### config.mk
export PLATFORM = sky130hd
export DESIGN_NAME = quadratic_bezier_point_generator_core
export DESIGN_NICKNAME = d
export VERILOG_FILES = /design/src/rtl/qbpg_pkg.sv /design/src/rtl/qbpg_mac.sv /design/src/rtl/qbpg_div.sv /design/src/rtl/quadratic_bezier_point_generator_core.sv
export SDC_FILE = /design/constraint.sdc
export NUM_CORES = 1
export LEC_CHECK = 0
export BUFFER_PORTS_ARGS = -buffer_cell sky130_fd_sc_hd__buf_2
export CAP_MARGIN = 20
export CORE_MARGIN = 2
export CORE_UTILIZATION = 35
export DETAILED_ROUTE_END_ITERATION = 7
export SKIP_LAST_GASP = 1
export SLEW_MARGIN = 10
export SYNTH_ARGS = -nofsm -noshare
export SYNTH_HDL_FRONTEND = slang
export SYNTH_HIERARCHICAL = 1
export SYNTH_SLANG_ARGS = --single-unit
### constraint.sdc
create_clock -name clk -period 12.3 [get_ports clk]
set_input_delay 2.46 -clock clk [delete_from_list [all_inputs] [get_ports clk]]
set_output_delay 2.46 -clock clk [all_outputs]
set_load 0.01 [all_outputs]
### src/rtl/qbpg_pkg.sv
// ============================================================================
// qbpg_pkg: shared types and constants for the quadratic Bezier point generator
// Coordinate, weight and accumulator widths, plus the control structs that
// pass between the sequencer, the multiply-accumulate unit and the divider.
// ============================================================================
package qbpg_pkg;

    localparam int COORD_W  = 16;   // width of one coordinate
    localparam int N_COORDS = 6;    // control point coordinates per request
    localparam int SEG_W    = 6;    // width of the segment count
    localparam int WGT_W    = 12;   // weights and N^2, at most 63*63
    localparam int OPA_W    = WGT_W + 1;          // signed multiplier operand A
    localparam int ACC_W    = 28;   // |numerator| <= 3969 * 32768 < 2^27
    localparam int DIV_CNT_W = $clog2(ACC_W);

    localparam logic [SEG_W-1:0] SEG_RESET = SEG_W'(16);

    // multiply-accumulate control: load starts a new sum, acc adds to it
    typedef struct packed {
        logic load;
        logic acc;
    } mac_ctl_t;

    typedef struct packed {
        logic busy;
        logic done;
    } div_sts_t;

    typedef enum logic [5:0] {
        S_IDLE = 6'b000001,
        S_DEN  = 6'b000010,
        S_WGT  = 6'b000100,
        S_MAC  = 6'b001000,
        S_DIV  = 6'b010000,
        S_EMIT = 6'b100000
    } state_t;

endpackage

### src/rtl/qbpg_mac.sv
// ============================================================================
// qbpg_mac: shared multiply-accumulate unit
// One signed 13x16 multiply per cycle into a registered accumulator; used for
// the weights, for N^2 and for the weighted coordinate sums.
// ============================================================================
module qbpg_mac (
    input  logic                                clk,
    input  qbpg_pkg::mac_ctl_t                  ctl,
    input  logic signed [qbpg_pkg::OPA_W-1:0]   op_a,
    input  logic signed [qbpg_pkg::COORD_W-1:0] op_b,
    output logic signed [qbpg_pkg::ACC_W-1:0]   acc
);

    localparam int PROD_W = qbpg_pkg::OPA_W + qbpg_pkg::COORD_W;

    logic signed [PROD_W-1:0]          prod;
    logic signed [qbpg_pkg::ACC_W-1:0] prod_trunc;
    logic signed [qbpg_pkg::ACC_W-1:0] acc_reg;
    logic signed [qbpg_pkg::ACC_W-1:0] acc_next;

    assign prod       = op_a * op_b;
    // every product used here fits the accumulator width
    assign prod_trunc = signed'(prod[qbpg_pkg::ACC_W-1:0]);

    always_comb
    begin
        acc_next = acc_reg;
        if (ctl.load)
        begin
            acc_next = prod_trunc;
        end
        else if (ctl.acc)
        begin
            acc_next = acc_reg + prod_trunc;
        end
    end

    always_ff @(posedge clk)
    begin
        acc_reg <= acc_next;
    end

    assign acc = acc_reg;

endmodule

### src/rtl/qbpg_div.sv
// ============================================================================
// qbpg_div: bit-serial signed divider
// Restoring division of a signed numerator by an unsigned N^2, one quotient
// bit per cycle; the quotient is truncated toward zero.
// ============================================================================
module qbpg_div (
    input  logic                                clk,
    input  logic                                rst_n,
    input  logic                                start,
    input  logic signed [qbpg_pkg::ACC_W-1:0]   dividend,
    input  logic [qbpg_pkg::WGT_W-1:0]          divisor,
    output logic signed [qbpg_pkg::COORD_W-1:0] quotient,
    output qbpg_pkg::div_sts_t                  sts
);

    localparam logic [qbpg_pkg::DIV_CNT_W-1:0] LAST_BIT =
        qbpg_pkg::DIV_CNT_W'(qbpg_pkg::ACC_W - 1);

    logic                              busy_reg, busy_next;
    logic                              done_reg, done_next;
    logic [qbpg_pkg::DIV_CNT_W-1:0]    cnt_reg, cnt_next;
    logic [qbpg_pkg::ACC_W-1:0]        q_reg, q_next;
    logic [qbpg_pkg::WGT_W-1:0]        rem_reg, rem_next;
    logic [qbpg_pkg::WGT_W-1:0]        dvs_reg, dvs_next;
    logic                              neg_reg, neg_next;
    logic [qbpg_pkg::WGT_W:0]          trial;
    logic [qbpg_pkg::WGT_W:0]          rem_step;
    logic                              fits;
    logic [qbpg_pkg::ACC_W-1:0]        q_signed;

    assign trial    = {rem_reg, q_reg[qbpg_pkg::ACC_W-1]};
    assign fits     = trial >= {1'b0, dvs_reg};
    assign rem_step = fits ? (trial - {1'b0, dvs_reg}) : trial;

    always_comb
    begin
        busy_next = busy_reg;
        done_next = 1'b0;
        cnt_next  = cnt_reg;
        q_next    = q_reg;
        rem_next  = rem_reg;
        dvs_next  = dvs_reg;
        neg_next  = neg_reg;
        if (start)
        begin
            busy_next = 1'b1;
            cnt_next  = '0;
            rem_next  = '0;
            dvs_next  = divisor;
            neg_next  = dividend[qbpg_pkg::ACC_W-1];
            q_next    = dividend[qbpg_pkg::ACC_W-1] ? unsigned'(-dividend)
                                                    : unsigned'(dividend);
        end
        else if (busy_reg)
        begin
            // remainder stays below the divisor, so its top bit drops out
            rem_next = rem_step[qbpg_pkg::WGT_W-1:0];
            q_next   = {q_reg[qbpg_pkg::ACC_W-2:0], fits};
            cnt_next = cnt_reg + 1'b1;
            if (cnt_reg == LAST_BIT)
            begin
                busy_next = 1'b0;
                done_next = 1'b1;
            end
        end
    end

    always_ff @(posedge clk or negedge rst_n)
    begin
        if (!rst_n)
        begin
            busy_reg <= 1'b0;
            done_reg <= 1'b0;
            cnt_reg  <= '0;
        end
        else
        begin
            busy_reg <= busy_next;
            done_reg <= done_next;
            cnt_reg  <= cnt_next;
        end
    end

    always_ff @(posedge clk)
    begin
        q_reg   <= q_next;
        rem_reg <= rem_next;
        dvs_reg <= dvs_next;
        neg_reg <= neg_next;
    end

    assign q_signed = neg_reg ? (~q_reg + 1'b1) : q_reg;
    assign quotient = signed'(q_signed[qbpg_pkg::COORD_W-1:0]);
    assign sts.busy = busy_reg;
    assign sts.done = done_reg;

endmodule

### src/rtl/quadratic_bezier_point_generator_core.sv
// ============================================================================
// quadratic_bezier_point_generator_core: quadratic Bezier curve point stream
// Each point takes three weights, then per axis a multiply-accumulate and a
// bit-serial divide by N^2; a curve of N segments gives N+1 points, and the
// next point waits for a free output register. The divider, run once per
// axis, sets the point rate. One request at a time; tready is low until the
// last point is loaded. Reset clears the sequencer and sets segments to 16.
// ============================================================================
module quadratic_bezier_point_generator_core (
    input  logic        clk,
    input  logic        rst_n,
    input  logic        cfg_wr_en,
    input  logic [5:0]  cfg_wr_data,     // segments
    input  logic        s_axis_tvalid,
    output logic        s_axis_tready,
    // start_x, start_y, ctrl_x, ctrl_y, end_x, end_y (16 bits each)
    input  logic [95:0] s_axis_tdata,
    output logic        m_axis_tvalid,
    input  logic        m_axis_tready,
    // point_x, point_y (16 bits each)
    output logic [31:0] m_axis_tdata,
    output logic        m_axis_tlast     // last_point
);

    localparam int CW = qbpg_pkg::COORD_W;
    localparam int WW = qbpg_pkg::WGT_W;
    localparam int SW = qbpg_pkg::SEG_W;

    qbpg_pkg::state_t state_reg, state_next;
    logic [1:0]       cnt_reg, cnt_next;
    logic             axis_reg, axis_next;
    logic [SW-1:0]    i_reg, i_next;
    logic [SW-1:0]    n_reg, n_next;
    logic [SW-1:0]    seg_reg;
    logic             m_valid_reg, m_valid_next;

    logic signed [CW-1:0] coord_reg [0:qbpg_pkg::N_COORDS-1];
    logic [WW-1:0]        d_reg, w0_reg, w1_reg, w2_reg;
    logic signed [CW-1:0] px_reg, py_reg;
    logic [2*CW-1:0]      m_data_reg;
    logic                 m_last_reg;

    logic [SW-1:0]                      r_val;
    logic                               in_xfer;
    logic                               out_load;
    logic                               div_start;
    logic                               is_last;
    qbpg_pkg::mac_ctl_t                 mac_ctl;
    logic signed [qbpg_pkg::OPA_W-1:0]  op_a;
    logic signed [CW-1:0]               op_b;
    logic signed [qbpg_pkg::ACC_W-1:0]  acc;
    logic signed [CW-1:0]               div_q;
    qbpg_pkg::div_sts_t                 div_sts;

    assign s_axis_tready = (state_reg == qbpg_pkg::S_IDLE);
    assign in_xfer       = s_axis_tvalid && s_axis_tready;
    assign r_val         = n_reg - i_reg;
    assign is_last       = (i_reg == n_reg);
    assign out_load      = (state_reg == qbpg_pkg::S_EMIT) &&
                           (!m_valid_reg || m_axis_tready);
    assign div_start     = (state_reg == qbpg_pkg::S_MAC) && (cnt_reg == 2'd3);

    // operand selection for the shared multiply-accumulate unit
    always_comb
    begin
        mac_ctl = '0;
        op_a    = '0;
        op_b    = '0;
        case (state_reg)
            qbpg_pkg::S_DEN:
            begin
                op_a         = signed'(qbpg_pkg::OPA_W'(n_reg));
                op_b         = signed'(CW'(n_reg));
                mac_ctl.load = (cnt_reg == 2'd0);
            end
            qbpg_pkg::S_WGT:
            begin
                case (cnt_reg)
                    2'd0:
                    begin
                        op_a = signed'(qbpg_pkg::OPA_W'(r_val));
                        op_b = signed'(CW'(r_val));
                        mac_ctl.load = 1'b1;
                    end
                    2'd1:
                    begin
                        op_a = signed'(qbpg_pkg::OPA_W'(r_val));
                        op_b = signed'(CW'(i_reg));
                        mac_ctl.load = 1'b1;
                    end
                    2'd2:
                    begin
                        op_a = signed'(qbpg_pkg::OPA_W'(i_reg));
                        op_b = signed'(CW'(i_reg));
                        mac_ctl.load = 1'b1;
                    end
                    default:
                    begin
                        mac_ctl = '0;
                    end
                endcase
            end
            qbpg_pkg::S_MAC:
            begin
                case (cnt_reg)
                    2'd0:
                    begin
                        op_a = signed'({1'b0, w0_reg});
                        op_b = axis_reg ? coord_reg[1] : coord_reg[0];
                        mac_ctl.load = 1'b1;
                    end
                    2'd1:
                    begin
                        op_a = signed'({1'b0, w1_reg});
                        op_b = axis_reg ? coord_reg[3] : coord_reg[2];
                        mac_ctl.acc = 1'b1;
                    end
                    2'd2:
                    begin
                        op_a = signed'({1'b0, w2_reg});
                        op_b = axis_reg ? coord_reg[5] : coord_reg[4];
                        mac_ctl.acc = 1'b1;
                    end
                    default:
                    begin
                        mac_ctl = '0;
                    end
                endcase
            end
            default:
            begin
                mac_ctl = '0;
            end
        endcase
    end

    // sequencer
    always_comb
    begin
        state_next   = state_reg;
        cnt_next     = cnt_reg;
        axis_next    = axis_reg;
        i_next       = i_reg;
        n_next       = n_reg;
        m_valid_next = m_valid_reg;
        if (m_axis_tready)
        begin
            m_valid_next = 1'b0;
        end
        case (state_reg)
            qbpg_pkg::S_IDLE:
            begin
                if (in_xfer)
                begin
                    // zero segments behaves as one
                    n_next     = (seg_reg == '0) ? SW'(1) : seg_reg;
                    i_next     = '0;
                    cnt_next   = '0;
                    state_next = qbpg_pkg::S_DEN;
                end
            end
            qbpg_pkg::S_DEN:
            begin
                cnt_next = cnt_reg + 1'b1;
                if (cnt_reg == 2'd1)
                begin
                    cnt_next   = '0;
                    state_next = qbpg_pkg::S_WGT;
                end
            end
            qbpg_pkg::S_WGT:
            begin
                cnt_next = cnt_reg + 1'b1;
                if (cnt_reg == 2'd3)
                begin
                    axis_next  = 1'b0;
                    state_next = qbpg_pkg::S_MAC;
                end
            end
            qbpg_pkg::S_MAC:
            begin
                cnt_next = cnt_reg + 1'b1;
                if (cnt_reg == 2'd3)
                begin
                    state_next = qbpg_pkg::S_DIV;
                end
            end
            qbpg_pkg::S_DIV:
            begin
                if (div_sts.done)
                begin
                    cnt_next = '0;
                    if (!axis_reg)
                    begin
                        axis_next  = 1'b1;
                        state_next = qbpg_pkg::S_MAC;
                    end
                    else
                    begin
                        state_next = qbpg_pkg::S_EMIT;
                    end
                end
            end
            qbpg_pkg::S_EMIT:
            begin
                if (out_load)
                begin
                    m_valid_next = 1'b1;
                    cnt_next     = '0;
                    if (is_last)
                    begin
                        i_next     = '0;
                        state_next = qbpg_pkg::S_IDLE;
                    end
                    else
                    begin
                        i_next     = i_reg + 1'b1;
                        state_next = qbpg_pkg::S_WGT;
                    end
                end
            end
            default:
            begin
                state_next = qbpg_pkg::S_IDLE;
            end
        endcase
    end

    always_ff @(posedge clk or negedge rst_n)
    begin
        if (!rst_n)
        begin
            state_reg   <= qbpg_pkg::S_IDLE;
            cnt_reg     <= '0;
            axis_reg    <= 1'b0;
            i_reg       <= '0;
            n_reg       <= SW'(1);
            seg_reg     <= qbpg_pkg::SEG_RESET;
            m_valid_reg <= 1'b0;
        end
        else
        begin
            state_reg   <= state_next;
            cnt_reg     <= cnt_next;
            axis_reg    <= axis_next;
            i_reg       <= i_next;
            n_reg       <= n_next;
            m_valid_reg <= m_valid_next;
            if (cfg_wr_en)
            begin
                seg_reg <= cfg_wr_data;
            end
        end
    end

    // datapath holding registers
    always_ff @(posedge clk)
    begin
        if (in_xfer)
        begin
            for (int k = 0; k < qbpg_pkg::N_COORDS; k++)
            begin
                coord_reg[k] <= signed'(s_axis_tdata[k*CW +: CW]);
            end
        end
        if (state_reg == qbpg_pkg::S_DEN && cnt_reg == 2'd1)
        begin
            d_reg <= acc[WW-1:0];
        end
        if (state_reg == qbpg_pkg::S_WGT)
        begin
            // the accumulator is registered, so it holds the product of the previous operands
            case (cnt_reg)
                2'd1:    w0_reg <= acc[WW-1:0];
                2'd2:    w1_reg <= {acc[WW-2:0], 1'b0};
                2'd3:    w2_reg <= acc[WW-1:0];
                default: w0_reg <= w0_reg;
            endcase
        end
        if (state_reg == qbpg_pkg::S_DIV && div_sts.done)
        begin
            if (axis_reg)
            begin
                py_reg <= div_q;
            end
            else
            begin
                px_reg <= div_q;
            end
        end
        if (out_load)
        begin
            m_data_reg <= {py_reg, px_reg};
            m_last_reg <= is_last;
        end
    end

    qbpg_mac u_mac (
        .clk  (clk),
        .ctl  (mac_ctl),
        .op_a (op_a),
        .op_b (op_b),
        .acc  (acc)
    );

    qbpg_div u_div (
        .clk      (clk),
        .rst_n    (rst_n),
        .start    (div_start),
        .dividend (acc),
        .divisor  (d_reg),
        .quotient (div_q),
        .sts      (div_sts)
    );

    assign m_axis_tvalid = m_valid_reg;
    assign m_axis_tdata  = m_data_reg;
    assign m_axis_tlast  = m_last_reg;

    a_idle_div_quiet: assert property (@(posedge clk) disable iff (!rst_n)
        (state_reg == qbpg_pkg::S_IDLE) |-> !div_sts.busy)
        else $error("divider busy while sequencer idle");

    a_start_not_busy: assert property (@(posedge clk) disable iff (!rst_n)
        div_start |-> !div_sts.busy)
        else $error("divider restarted while busy");

    a_index_bound: assert property (@(posedge clk) disable iff (!rst_n)
        (state_reg != qbpg_pkg::S_IDLE) |-> (i_reg <= n_reg))
        else $error("point index beyond segment count");

    a_last_marked: assert property (@(posedge clk) disable iff (!rst_n)
        (out_load && is_last) |=> (m_axis_tvalid && m_axis_tlast))
        else $error("final point not marked last");

endmodule
==> results of run 1 <==
-- per-stage QoR --
step	worst slack [ps]	hold WS, ps
global route	1890	421
global placement	2770	401
floorplan	3540	400
CTS	2600	413
detailed placement	2600	405
finish	2550	417
-- where the power goes --
group	total, mW	internal [mW]	switching, mW
clock	1.09	0.629	0.462
combinational	1.72	0.671	1.05
sequential	1.67	1.48	0.187
-- worst min-delay path by stage --
stage,from,endpoint,slack [ps],cells after the start
3_3_place_gp,d_reg[11],u_div/dvs_reg[11],400,0
5_1_grt,d_reg[11],u_div/dvs_reg[11],420,0
4_1_cts,d_reg[11],u_div/dvs_reg[11],410,0
2_1_floorplan,px_reg[0],m_axis_tdata[0],400,0
6_report,px_reg[10],m_axis_tdata[10],420,0
3_5_place_dp,px_reg[10],m_axis_tdata[10],400,0
-- routing by layer --
layer,up-vias,wire (µm),GRT usage (%),part of all wire [%]
met3,81,2780,2.81,5.5
met5,-,0,0,0
met1,7647,22400,20.7,44
met2,412,24700,26.5,48
met4,0,1080,4.30,2.1
li1,7268,-,-,-
-- final cells by class --
| type | instances | area [µm²] |
|---|---|---|
| flip-flops and latches | 324 | 9440 |
| multi-input cells | 1386 | 12100 |
| inverters | 217 | 816 |
| fillers | 6134 | 38600 |
| repair buffers | 172 | 958 |
| clock buffers | 45 | 956 |
| clock inverters | 22 | 259 |
| well taps | 855 | 1070 |
| diodes | 1 | 2.50 |
==> results.md, run 1 <==
* Status: finished clean
* Reg2reg end: u_mac/acc[27]
* CP Data Required Time at 12600 ps
* # rows at 93
* Critical path type: reg2reg
* Hold Crit Class: reg2reg
* H-tree levels at 2
* Most frequent cells in the layout: 277 x edfxtp_1, 214 x inv_1, 194 x fa_1
* Worst Path Arrival at 10050 ps
* Post-Synthesis Cell Area at 22700 µm²
* # setup viols final at 0
* Critical register-to-register path startpoint: state_reg[1]
* RSZ-0062 raised after global routing: false
* Inserted Clock Buffers at 37
* Largest fanout on the critical path at 16
* Initial antenna violation count at 1
* Die area at 66900 µm²
* Routed via count at 15400
* Critical path endpoint: u_mac/acc[27]
* Fin nets at 2563
* R2r worst-path depth at 28
* Leak at 10.7 nW
* Fin cells at 3022
* Crit-path slowest cell: nor4_1
* Worst Skew at 25.5 ps
* Clock Path Buffers at 3
* Hold_buf cts at 0
* Crit path max-delay family: adder cells
* Post-Synthesis Cells at 2007
* Global Route Usage Sum at 15.7%
* Final Power at 4.48 mW
* Worst path max stage delay at 820 ps
* Crit path depth at 28
* Placed insts at 2952
* Routed Wire Length at 50900 µm
* Cell Area, Placed at 24400 µm²
* Setup Fix Bufs, Post-CTS at 0
* Slew Limit Fails at 0
* I/O Pins at 142
* Fin area at 25600 µm²
* PortBufs at 141
* Final GP Congestion at 0.865
* Core Util, Final at 39.9%
* CTS clk-pin slew, worst paths at 60 ps
* Worst IR Drop VDD at 105 µV
* Count of warnings emitted by yosys at 6
* Power per cell area at 175 nW/µm²
* Largest net degree at the start of global routing at 70
* Final hold violation count at 0
* DRC at 0
* MaxCap Viol Count at 0
* Die W at 259 µm
* CTS tree: built
* Setup total negative slack at 0 ps
* DRT iter0 DRCs at 963
* Highest Clock Rate at 0.103 GHz
* Clock sink count at 324
* Relative slew slack at 25.1%
* Post-CTS sizing at 0
* ANT nets after route at 0
* Die extent in y at 259 µm
* CP Launch Type: flip-flop
* Flop2flop setup slack at 2550 ps
* Slew at the pin with the worst max-slew slack at 1120 ps
* Critical path origin: state_reg[1]
* Global-route wire length before repair at 85000 µm
* Commonest non-fill, non-tap cell in the layout: edfxtp_1
* WP buf/inv at 1
* CP dominant cell by count: fa_1
* Crit share post-route at 79.3%
* Core Area at 64200 µm²
* WL per Instance at 16.9 µm
* TritonRoute pass-1 iters at 7
* Syn avg cell area at 11.3 µm²
* HPWL after DPL at 38000 µm
* Max reg flops at 96
* Ratio of cells with drive above 1 in the final layout at 13.9%
* GR Overflow Total at 0
* Area grow syn2layout at 13.0%
* Initial Util at 35.3%
* Vias in the first global route at 16100
* CP endpoint kind: flip-flop
* Worst skew pair latency at 560 ps
* Root Buffer: clkbuf_16
* Tmin final at 9750 ps
* Avg Vias per Cell at 5.10
No activity file was read; power rests on OpenSTA's default activity.
==> inputs of run 2 (changes only) <==
--- a/config.mk
+++ b/config.mk
@@ -5,6 +5,7 @@
 export SDC_FILE = /design/constraint.sdc
 export NUM_CORES = 1
 export LEC_CHECK = 0
+export ABC_AREA = 1
 export BUFFER_PORTS_ARGS = -buffer_cell sky130_fd_sc_hd__buf_2
 export CAP_MARGIN = 20
 export CORE_MARGIN = 2
==> constraint.sdc (replaced) <==
create_clock -name clk -period 10.1 [get_ports clk]
set_input_delay 2.02 -clock clk [delete_from_list [all_inputs] [get_ports clk]]
set_output_delay 2.02 -clock clk [all_outputs]
set_load 0.01 [all_outputs]
==> run 2 against run 1 <==
Against the previous run:
- global-route usage up 1.3 points
- first-iteration DRC count up 45%
- critical path depth up 5
- clock skew down 14 ps
- register-to-register slack worse by 1700 ps
- sequential cell count unchanged
- clock-buffer cell count down 6
- total power up 16%
- synthesized area up 8.1%
- fmax up 4.9%
- critical path type unchanged
- critical endpoint is now u_mac/acc[23]
==> results.md, run 2 <==
* Status: finished clean (unchanged)
* RSZ-0062 raised after global routing: false (unchanged)
* Final hold violation count at 0 (unchanged)
* Highest Clock Rate at 0.108 GHz (was 0.103 GHz)
* Worst IR Drop VDD at 140 µV (was 105 µV)
* Hold Crit Class: reg2reg (unchanged)
* Cell Area, Placed at 26300 µm² (was 24400 µm²)
* Fin nets at 3328 (was 2563)
* Clock sink count at 324 (unchanged)
* Worst Skew at 11.7 ps (was 25.5 ps)
* Largest net degree at the start of global routing at 71 (was 70)
* Critical path type: reg2reg (unchanged)
* Largest fanout on the critical path at 25 (was 16)
* Syn avg cell area at 8.80 µm² (was 11.3 µm²)
* HPWL after DPL at 45600 µm (was 38000 µm)
* CP Launch Type: flip-flop (unchanged)
* Filler cell count at 7022 (was 6134)
* CP Data Required Time at 10400 ps (was 12600 ps)
* Power per cell area at 190 nW/µm² (was 175 nW/µm²)
* Setup Fix Bufs, Post-CTS at 0 (unchanged)
* Initial antenna violation count at 0 (was 1)
* Commonest non-fill, non-tap cell in the layout: nand2_1 (was edfxtp_1)
* Final Power at 5.21 mW (was 4.48 mW)
* PortBufs at 141 (unchanged)
* Flop2flop setup slack at 800 ps (was 2550 ps)
* WP buf/inv at 3 (was 1)
* Core Area at 69700 µm² (was 64200 µm²)
* Post-Synthesis Cell Area at 24500 µm² (was 22700 µm²)
* Clock Path Buffers at 3 (unchanged)
* # setup viols final at 0 (unchanged)
* Vias in the first global route at 18800 (was 16100)
* Worst path max stage delay at 890 ps (was 820 ps)
* CTS tree: built (unchanged)
* Critical register-to-register path startpoint: cnt_reg[1] (was state_reg[1])
* ANT cells at 0 (was 1)
* GR Overflow Total at 0 (unchanged)
* I/O Pins at 142 (unchanged)
* TritonRoute pass-1 iters at 5 (was 7)
* Global-route wire length before repair at 97900 µm (was 85000 µm)
* CP endpoint kind: flip-flop (unchanged)
* Setup total negative slack at 0 ps (unchanged)
* Inserted Clock Buffers at 35 (was 37)
* ANT nets after route at 0 (unchanged)
* DRT iter0 DRCs at 1392 (was 963)
* Global Route Usage Sum at 17.0% (was 15.7%)
* Hold_buf cts at 0 (unchanged)
* DRC at 0 (unchanged)
* # rows at 97 (was 93)
* Fin area at 27500 µm² (was 25600 µm²)
* Max reg flops at 96 (unchanged)
* Hold depth at 0 (unchanged)
* Die area at 72200 µm² (was 66900 µm²)
* Routed via count at 18500 (was 15400)
* Area of the multi-input gates at 12900 µm² (was 12100 µm²)
* Hold Crit Start: py_reg[1] (was px_reg[10])
* Reg area at 9440 µm² (about the same)
* Final hold slack at 417 ps (about the same)
* Initial Util at 35.2% (was 35.3%)
* Ratio of cells with drive above 1 in the final layout at 11.1% (was 13.9%)
* Area grow syn2layout at 11.9% (was 13.0%)
* Root Buffer: clkbuf_16 (unchanged)
* Tmin final at 9300 ps (was 9750 ps)
* Worst Path Arrival at 9590 ps (was 10050 ps)
* Die W at 269 µm (was 259 µm)
* Post-Synthesis Cells at 2787 (was 2007)
* Leak at 13.2 nW (was 10.7 nW)
* Reg2reg end: u_mac/acc[23] (was u_mac/acc[27])
* Slew Limit Fails at 0 (unchanged)
* Core Util, Final at 39.4% (was 39.9%)
* Die extent in y at 269 µm (was 259 µm)
* Worst Hold End: m_axis_tdata[17] (was m_axis_tdata[10])
* Crit-path slowest cell: ha_1 (was nor4_1)
* Count of warnings emitted by yosys at 6 (unchanged)
* Relative slew slack at 25.9% (was 25.1%)
* Avg Vias per Cell at 4.79 (was 5.10)
* Crit path max-delay family: adder cells (unchanged)
* Crit share post-route at 92.0% (was 79.3%)
* MaxCap Viol Count at 0 (unchanged)
* Final GP Congestion at 0.902 (was 0.865)
* Post-CTS sizing at 0 (unchanged)
* Most frequent cells in the layout: 723 x nand2_1, 471 x inv_1, 277 x edfxtp_1 (was 277 x edfxtp_1, 214 x inv_1, 194 x fa_1)
* R2r worst-path depth at 33 (was 28)
* Worst skew pair latency at 560 ps (about the same)
* Routed Wire Length at 59300 µm (was 50900 µm)
* Slew at the pin with the worst max-slew slack at 1110 ps (was 1120 ps)
* CTS clk-pin slew, worst paths at 70 ps (was 60 ps)
* WL per Instance at 15.3 µm (was 16.9 µm)
* H-tree levels at 2 (unchanged)
## run 2: cell count changes in the layout (fill, tap and decap cells not counted), moves of 22 or more
cell      change
nand4_1      +33
nand2_1     +533
nor2b_1      -22
and2_1       -96
inv_1       +257
a222oi_1     -35
xnor2_1      -41
nand3_1     +117
o21ai_0      +74
nor2_1       +93
## run 2: how the worst max path moves through the flow
stage                     slack (ps)       endpoint  cells past startpoint       start
after global routing             280  u_mac/acc[23]                     33  cnt_reg[1]
after global placement           970  u_mac/acc[23]                     33  cnt_reg[1]
after floorplan                 2450  u_mac/acc[27]                     39    i_reg[0]
after detailed placement         980  u_mac/acc[23]                     33  cnt_reg[1]
after CTS                        950  u_mac/acc[23]                     33  cnt_reg[1]
final                            800  u_mac/acc[23]                     33  cnt_reg[1]
## run 2: where the power goes
part	total, mW	internal [mW]	switching (mW)
combinational	1.91	0.598	1.31
sequential	1.95	1.78	0.175
clock	1.34	0.785	0.560
total	5.21	3.16	2.05
## run 2: cell type report
cell class / count / area share, %
well taps: 940 / 4.28
inverters: 489 / 6.71
repair buffers: 165 / 3.31
clock inverters: 24 / 1.10
multi-input cells: 1888 / 46.9
clock buffers: 39 / 3.28
flip-flops and latches: 324 / 34.4
## run 2: metrics by stage
| step | cells | setup slack, ps |
|---|---|---|
| 2_1_floorplan | 2789 | 2450 |
| 3_3_place_gp | 3803 | 970 |
| 3_5_place_dp | 3806 | 981 |
| 4_1_cts | 3869 | 947 |
| 5_1_grt | 3869 | 285 |
| 6_report | 3869 | 805 |
## run 2: per-layer routing
metal / vias to the layer above / global-route usage, % / share of wire [%]
li1: 9112 / - / -
met1: 8874 / 22.5 / 45
met2: 439 / 29.1 / 48
met3: 93 / 2.10 / 4.7
met4: 0 / 4.89 / 2.7
met5: - / 0 / 0
==> inputs of run 3 (changes only) <==
--- a/config.mk
+++ b/config.mk
@@ -9,10 +9,11 @@
 export BUFFER_PORTS_ARGS = -buffer_cell sky130_fd_sc_hd__buf_2
 export CAP_MARGIN = 20
 export CORE_MARGIN = 2
-export CORE_UTILIZATION = 35
+export CORE_UTILIZATION = 63
 export DETAILED_ROUTE_END_ITERATION = 7
+export PLACE_DENSITY = 0.82
 export SKIP_LAST_GASP = 1
-export SLEW_MARGIN = 10
+export SLEW_MARGIN = 20
 export SYNTH_ARGS = -nofsm -noshare
 export SYNTH_HDL_FRONTEND = slang
 export SYNTH_HIERARCHICAL = 1
==> run 3 against run 2 <==
Against the previous run:
- sequential share of layout area up 0.88 points
- wire length down 2.0%
- core utilization rose by 30 points
- die area decreased by 44%
- critical path type unchanged
- global-route usage rose by 13 points
- non-clock buffer count fell by 3
- fmax rose by 0.52%
- design area shrank 2.5%
- first-iteration DRC count grew 17%
- combinational power is essentially flat
- worst hold slack worse by 0.87 ps
- sequential power hardly changed
==> results.md, run 3 (synthesis gave the netlist of run 2 again) <==
* Critical path type: reg2reg (unchanged)
* Power per cell area at 191 nW/µm² (was 190 nW/µm²)
* Routed Wire Length at 58100 µm (was 59300 µm)
* Critical path origin: cnt_reg[1] (unchanged)
* Uppermost layer routed: met4 (unchanged)
* Relative slew slack at 29.0% (was 25.9%)
* Largest net degree at the start of global routing at 92 (was 71)
* DRC at 0 (unchanged)
* Worst Path Arrival at 9550 ps (was 9590 ps)
* Crit-path slowest cell: ha_1 (unchanged)
* Fin cells at 3442 (was 3869)
* Critical register-to-register path startpoint: cnt_reg[1] (unchanged)
* R2r worst-path depth at 33 (unchanged)
* I/O Pins at 142 (unchanged)
* Fin nets at 3325 (was 3328)
* CTS clk-pin slew, worst paths at 60 ps (was 70 ps)
* Final GP Congestion at 0.973 (was 0.902)
* Slew Limit Fails at 0 (unchanged)
* CP endpoint kind: flip-flop (unchanged)
* Core Area at 38600 µm² (was 69700 µm²)
* CTS tree: built (unchanged)
* RSZ-0062 raised after global routing: false (unchanged)
* # setup viols final at 0 (unchanged)
* Worst path max stage delay at 860 ps (was 890 ps)
* WL met2 at 28900 µm (was 28300 µm)
* Area grow syn2layout at 9.14% (was 11.9%)
* Worst IR Drop VDD at 189 µV (was 140 µV)
* Status: finished clean (unchanged)
* Highest Clock Rate at 0.108 GHz (about the same)
* Crit share post-route at 91.6% (was 92.0%)
* WL per Instance at 16.9 µm (was 15.3 µm)
* Flop2flop setup slack at 850 ps (was 800 ps)
* Worst Skew at 32.7 ps (was 11.7 ps)
* Global-route wire length before repair at 97600 µm (was 97900 µm)
* H-tree levels at 2 (unchanged)
* Hold Crit Class: reg2reg (unchanged)
* # rows at 72 (was 97)
* Critical path endpoint: u_mac/acc[23] (unchanged)
* Most frequent cells in the layout: 723 x nand2_1, 470 x inv_1, 277 x edfxtp_1 (was 723 x nand2_1, 471 x inv_1, 277 x edfxtp_1)
* Worst skew pair latency at 550 ps (was 560 ps)
* TritonRoute pass-1 iters at 7 (was 5)
* DRT iter0 DRCs at 1632 (was 1392)
* Reg2reg end: u_mac/acc[23] (unchanged)
* Leak at 13.1 nW (was 13.2 nW)
* CP Launch Type: flip-flop (unchanged)
* Routed via count at 19300 (was 18500)
* Initial antenna violation count at 0 (unchanged)
* Largest fanout on the critical path at 25 (unchanged)
* Vias in the first global route at 20100 (was 18800)
* ANT cells at 0 (unchanged)
* Placed insts at 3380 (was 3806)
* Max reg flops at 96 (unchanged)
* Root Buffer: clkbuf_16 (unchanged)
* Hold_buf cts at 0 (unchanged)
* M1 WL at 22400 µm (was 26700 µm)
* ANT nets after route at 0 (unchanged)
* Met3 WL at 4180 µm (was 2760 µm)
* Die area at 40500 µm² (was 72200 µm²)
* Die extent in y at 201 µm (was 269 µm)
* PortBufs at 141 (unchanged)
* Die W at 201 µm (was 269 µm)
* Ratio of cells with drive above 1 in the final layout at 10.8% (was 11.1%)
* Avg Vias per Cell at 5.62 (was 4.79)
* Post-CTS sizing at 0 (unchanged)
* Clock Path Buffers at 3 (unchanged)
* Tmin final at 9250 ps (was 9300 ps)
* Commonest non-fill, non-tap cell in the layout: nand2_1 (unchanged)
* Initial Util at 63.6% (was 35.2%)
* MaxCap Viol Count at 0 (unchanged)
* Global Route Usage Sum at 30.0% (was 17.0%)
* Final hold violation count at 0 (unchanged)
* Clock sink count at 324 (unchanged)
* GR Overflow Total at 0 (unchanged)
* Setup total negative slack at 0 ps (unchanged)
* HPWL after DPL at 44100 µm (was 45600 µm)
* CP Data Required Time at 10400 ps (about the same)
* Inserted Clock Buffers at 35 (unchanged)
* Slew at the pin with the worst max-slew slack at 1060 ps (was 1110 ps)
* Setup Fix Bufs, Post-CTS at 0 (unchanged)
==> run 3: cell types whose count changed in the layout (fill, tap and decap cells not counted), sizes merged <==
cell,previous run,this run
buf,165,162
bufinv,5,3
clkbuf,39,40
clkinvlp,2,4
inv,490,487
==> run 3: final cells by class <==
type | instances | area [µm²]
multi-input combinational | 1888 | 12900
fill | 2973 | 11800
sequential | 324 | 9440
inverter | 489 | 1840
clock buffer | 40 | 895
timing repair buffer | 162 | 867
tap | 518 | 648
clock inverter | 21 | 200
==> run 3: per-layer routing <==
layer	GRT usage, %	vias up
met1	36.6	9204
met5	0	-
met4	13.9	0
met3	4.58	195
li1	-	9113
met2	52.7	825
==> run 3: worst min path at each step <==
stage	startpoint	endpoint	slack (ps)	cells past startpoint
after floorplan	px_reg[0]	m_axis_tdata[0]	400	0
after global placement	d_reg[8]	u_div/dvs_reg[8]	400	0
after detailed placement	py_reg[9]	m_axis_tdata[25]	400	0
after CTS	d_reg[2]	u_div/dvs_reg[2]	420	0
after global routing	d_reg[4]	u_div/dvs_reg[4]	430	0
final	py_reg[9]	m_axis_tdata[25]	420	0
==> run 3: report_power, final <==
part           switching [mW]  internal [mW]
combinational            1.31          0.593
sequential              0.169           1.78
clock                   0.534          0.718
total                    2.02           3.09
==> run 3: stage by stage <==
stage / worst slack, ps / cell area, µm² / hold slack (ps) / power, mW / utilization (%)
detailed placement: 1050 / 25700 / 405 / 3.83 / 66.5
finish: 853 / 26800 / 417 / 5.10 / 69.4
global route: 330 / 26800 / 426 / 5.44 / 69.4
global placement: 1240 / 25700 / 401 / 3.77 / 66.5
floorplan: 2450 / 24500 / 400 / 3.31 / -
CTS: 1010 / 26800 / 416 / 5.09 / 69.4
==> run 3: critical path, delay by kind of cell (launching register included) <==
family | cells | cell delay (ps)
buf+inv | 3 | 520
compound gates | 8 | 1290
simple gates | 13 | 2190
fa+ha+maj | 9 | 4520
flops | 1 | 430
